`src/sv/tcg_pkg.sv`:
```
// Shared types, codes and default sizes of the text character generator.
`default_nettype none

package tcg_pkg;

	// Default glyph geometry and font size.
	localparam int DEF_CHAR_WIDTH  = 6;
	localparam int DEF_CHAR_HEIGHT = 12;
	localparam int DEF_GLYPH_COUNT = 256;

	localparam int COORD_W = 10;
	localparam int COLOR_W = 16;
	localparam int FIDX_W  = 11;

	// Operation codes.
	localparam logic [1:0] OP_LOAD   = 2'd0;
	localparam logic [1:0] OP_CHAR   = 2'd1;
	localparam logic [1:0] OP_CURSOR = 2'd2;

	// Character codes with a meaning of their own.
	localparam logic [7:0] CODE_BS  = 8'h08;
	localparam logic [7:0] CODE_LF  = 8'h0A;
	localparam logic [7:0] CODE_CR  = 8'h0D;
	localparam logic [7:0] BLOCK_LO = 8'h80;
	localparam logic [7:0] BLOCK_HI = 8'hBF;

	// Configuration register indexes.
	typedef logic [2:0] cfg_addr_t;
	localparam cfg_addr_t REG_FG_COLOR      = 3'd0;
	localparam cfg_addr_t REG_BG_COLOR      = 3'd1;
	localparam cfg_addr_t REG_WRAP_ENABLE   = 3'd2;
	localparam cfg_addr_t REG_SCREEN_WIDTH  = 3'd3;
	localparam cfg_addr_t REG_SCREEN_HEIGHT = 3'd4;

	typedef struct packed {
		logic [1:0]         operation;
		logic [FIDX_W-1:0]  font_index;
		logic [7:0]         font_byte;
		logic [7:0]         char_code;
		logic [COORD_W-1:0] cursor_x_in;
		logic [COORD_W-1:0] cursor_y_in;
	} cmd_item_t;

	typedef struct packed {
		logic [COORD_W-1:0] column_x;
		logic [COORD_W-1:0] column_y;
		logic [15:0]        pixel_mask;
		logic [COLOR_W-1:0] on_color;
		logic [COLOR_W-1:0] off_color;
		logic               last_column;
	} res_item_t;

	// Controller to datapath commands.
	typedef struct packed {
		logic take;       // latch the incoming item
		logic exec;       // font load, cursor set or control character
		logic col_clear;  // restart the column counter
		logic col_step;   // move to the next column
		logic emit;       // load the result register
		logic advance;    // step the cursor past a printed character
	} ctrl_cmd_t;

	// Datapath to controller status.
	typedef struct packed {
		logic print_char;
		logic visible;
		logic last_col;
		logic res_free;
	} ctrl_status_t;

	typedef enum logic [1:0] {
		ST_IDLE,
		ST_DECODE,
		ST_EMIT
	} state_t;

endpackage

`default_nettype wire

```
`src/sv/tcg_ctrl.sv`:
```
// Sequencer of the text character generator: accept, decode, emit columns.
`default_nettype none

module tcg_ctrl (
	input  wire logic                  clk,
	input  wire logic                  arst_n,
	input  wire logic                  cmd_valid,
	output logic                       cmd_stall,
	input  wire tcg_pkg::ctrl_status_t sts,
	output tcg_pkg::ctrl_cmd_t         ctl
);
	import tcg_pkg::*;

	state_t state_q, state_d;

	always_ff @(posedge clk or negedge arst_n) begin
		if (!arst_n) begin
			state_q <= ST_IDLE;
		end else begin
			state_q <= state_d;
		end
	end

	always_comb begin
		state_d   = state_q;
		ctl       = '0;
		cmd_stall = 1'b1;
		case (state_q)
			ST_IDLE: begin
				cmd_stall = 1'b0;
				if (cmd_valid) begin
					ctl.take = 1'b1;
					state_d  = ST_DECODE;
				end
			end
			ST_DECODE: begin
				if (sts.print_char && sts.visible) begin
					ctl.col_clear = 1'b1;
					state_d       = ST_EMIT;
				end else if (sts.print_char) begin
					ctl.advance = 1'b1;
					state_d     = ST_IDLE;
				end else begin
					ctl.exec = 1'b1;
					state_d  = ST_IDLE;
				end
			end
			ST_EMIT: begin
				if (sts.res_free) begin
					ctl.emit = 1'b1;
					if (sts.last_col) begin
						ctl.advance = 1'b1;
						state_d     = ST_IDLE;
					end else begin
						ctl.col_step = 1'b1;
					end
				end
			end
			default: begin
				state_d = ST_IDLE;
			end
		endcase
	end

endmodule

`default_nettype wire

```
`config.mk`:
```
export PLATFORM = sky130hd
export DESIGN_NAME = tcg_ctrl
export DESIGN_NICKNAME = d
export VERILOG_FILES = /design/src/sv/tcg_pkg.sv /design/src/sv/tcg_ctrl.sv
export SDC_FILE = /design/constraint.sdc
export NUM_CORES = 1
export LEC_CHECK = 0
export ABC_AREA = 1
export BUFFER_PORTS_ARGS = -buffer_cell sky130_fd_sc_hd__buf_2
export CAP_MARGIN = 0
export CORE_AREA = 5 5 42 44
export CTS_BUF_LIST = sky130_fd_sc_hd__clkbuf_4
export DETAILED_ROUTE_END_ITERATION = 8
export DIE_AREA = 0 0 47 49
export HOLD_SLACK_MARGIN = 0.12
export PLACE_DENSITY = 0.43
export SLEW_MARGIN = 10
export SYNTH_ARGS = -nofsm -noshare
export SYNTH_HDL_FRONTEND = slang
export SYNTH_SLANG_ARGS = --single-unit
```
`constraint.sdc`:
```
create_clock -name clk -period 1.3 [get_ports clk]
set_clock_uncertainty 0.1 [all_clocks]
set_input_delay 0.13 -clock clk [delete_from_list [all_inputs] [get_ports clk]]
set_output_delay 0.13 -clock clk [all_outputs]
set_load 0.01 [all_outputs]
```
==> results.cfg <==
[place]
post-place-cells = 67
place.detailed.hpwl_um = 470
io_buffers = 13
gp_congestion = 0.591

[synth]
synth_area_sq_um = 248
syn_inst = 35
ys_types = 11
synth_seq_cells = 2
ys.flop_type = dfrtp_1
synth_nets = 47
yosysSeqAreaShare_pct = 20.2
synth_common_cells = nand2_1 (9), inv_1 (8), ha_1 (5)
synth_top_area_share_pct = 25.3
yosys_warnings = 0
yosysMostFrequentCell = nand2_1
synth_enable_flop_cells = 0
async_flop_share_pct = 100
syn_area_per_cell_sq_um = 7.08
yosysTopAreaCell = ha_1
synthTopCellsByArea = ha_1 (25%), dfrtp_1 (20%), nand2_1 (14%)

[setup_path]
rrSetupSlack_ps = 20
cp-startpoint = state_q[0]
critPathSlowestCell = dfrtp_2
reg2reg_from = state_q[1]
path_delay_family = flip-flops
arrival_ps = 1240
start_kind = flip-flop
max_stage_delay_ps = 450
rr_endpoint = state_q[0]
endpoint = ctl[2]
required_ps = 1070
reg2reg_depth = 7
crit_buf_inv = 3
crit_type = flip-flop to output pin
critical_path.endpoint_type = output pin
path_cells = inv_4 > ha_4 > buf_6 > nand2_4 > nor2_1 > buf_2
cp_max_fo = 4
cp_num_cells = 6

[timing]
timing.final.ws_setup_ps = -171
rsz0062_at_grt = true
slew_headroom_pct = 90.0
period_share_pct = 113
setup_viol = 6
final-hold-violation-count = 0
max_freq_mhz = 680
period_needed_ps = 1470
slew_violations = 0
tightestPinTransition_ps = 151

[power]
power_density_mw_per_mm2 = 1690
p_total_w = 0.000839
leakage_nw = 0.280
vdd_drop_max_v = 0.000751

[floorplanning]
start_util_pct = 17.7
core_sq_mm = 0.00140
num_io_pins = 14
die_width_um = 47
dieArea_sq_mm = 0.00230
rows = 14
dieHeight_um = 49

[global_route]
grt_use_total_pct = 5.42
grt_overflow = 0
grt_max_degree = 5
grt_pass1_vias = 233
grt_pass1_wl_um = 869
antenna_found_initial = 0

[worst_hold_path]
hold_path_class = input port to flip-flop

[run]
max_cap_viol_count = 0

[final_layout]
layout.area.seq_sq_um = 51.3
fillCellCount = 162
final_nets = 74
top_register = state_q
syn2layout_area_growth_pct = 101
multi_input_area_sq_um = 209
diodes = 0
reg.largest.list = state_q x2
drive_gt1_share_pct = 61.7
fin_util_pct = 35.4
instances_no_fill = 76
largest_reg_flops = 2

[route]
vias = 277
drt_iter0_drc = 5
drt-pass1-iter-count = 2
drtAntennaViolNets = 0
wl_um = 613
route.detailed.drc = 0
wl_per_cell_um = 8.07
viasPerCell = 3.64

[run_status]
violations = setup timing
status = complete, but fails checks

[clock_network]
htree_num_levels = 1
cts_buffer_depth = 2
cts-root-buf = clkbuf_4
insertion_delay_ps = 220
cts.sinks = 2
cts_tree = yes
clk_pin_slew_worst_paths_ps = 30
cts_buffers = 3
[how the worst min path moves through the flow]
| stage | start | end | slack, ps | cells past startpoint |
|---|---|---|---|---|
| 6_report | cmd_valid | state_q[1] | 200 | 5 |
| 5_1_grt | cmd_valid | state_q[1] | 230 | 5 |
| 4_1_cts | sts[3] | state_q[1] | 170 | 5 |
| 3_5_place_dp | arst_n | state_q[0] | -180 | 1 |
| 3_3_place_gp | arst_n | state_q[0] | -180 | 1 |
| 2_1_floorplan | arst_n | state_q[0] | -270 | 0 |
[kinds of logic (layout without fill, tap and decap cells)]
kind of cell,after synthesis,count (layout),share of synthesized area [%]
flip-flops,2,2,20.2
AND/OR/NAND/NOR,18,18,36.4
AO/OA/AOI/OAI,1,1,3.03
buffers and inverters,9,34,15.2
adder cells (fa/ha/maj),5,5,25.3
[through the flow]
| step | cell area (sq um) | setup TNS (ps) | hold WS [ps] | setup slack [ps] |
|---|---|---|---|---|
| 2_1_floorplan | 248 | 0 | -266 | 16.4 |
| 3_3_place_gp | 355 | -66.5 | -184 | -29.6 |
| 3_5_place_dp | 355 | -61.1 | -183 | -24.9 |
| 4_1_cts | 410 | -948 | 172 | -197 |
| 5_1_grt | 497 | -1330 | 232 | -257 |
| 6_report | 497 | -768 | 204 | -171 |
[layout by cell type (no fill, tap or decap)]
master / instances
inv_2: 2
nand2_1: 8
dfrtp_1: 1
a21boi_2: 1
nand3_1: 3
buf_4: 7
nor2_4: 1
clkbuf_4: 3
dfrtp_2: 1
buf_6: 3
inv_1: 5
nand2_4: 1
nand3_2: 1
nand2_2: 2
ha_4: 3
dlygate4sd3_1: 2
nor2_1: 2
ha_1: 2
inv_4: 1
buf_2: 11
[layout make-up]
type / count / share of cell area, %
Inverter: 8 / 6.55
Multi-Input combinational cell: 24 / 42.1
Sequential cell: 2 / 10.3
Timing Repair Buffer: 23 / 32.5
Clock buffer: 3 / 4.53
Tap cell: 16 / 4.03
[timing repair]
item	4_1_cts	5_1_grt
hold buffers	2	0
gates resized for setup	5	12
pin swaps	1	3
endpoints found under the setup margin	9	9
endpoints found under the hold margin	2	0
setup buffers	1	3
[worst min-delay path, cell delays in order]
cell and delay [ps]:
buf_2 90, inv_1 30, nand2_1 100, nand3_2 80, nand2_1 60
[power breakdown]
part / switching, W / internal (W)
sequential: 0.0000429 / 0.0000907
combinational: 0.000256 / 0.000314
clock: 0.0000338 / 0.000102
[per-layer routing]
metal	vias to the layer above	share of wire, %	wire length (um)	GRT usage [%]
met2	8	47	291	7.92
met4	0	0	0	2.76
met1	116	43	265	5.93
li1	153	-	-	-
met3	0	9.1	56	3.32
met5	-	0	0	0
(Power assumes the default switching activity.)
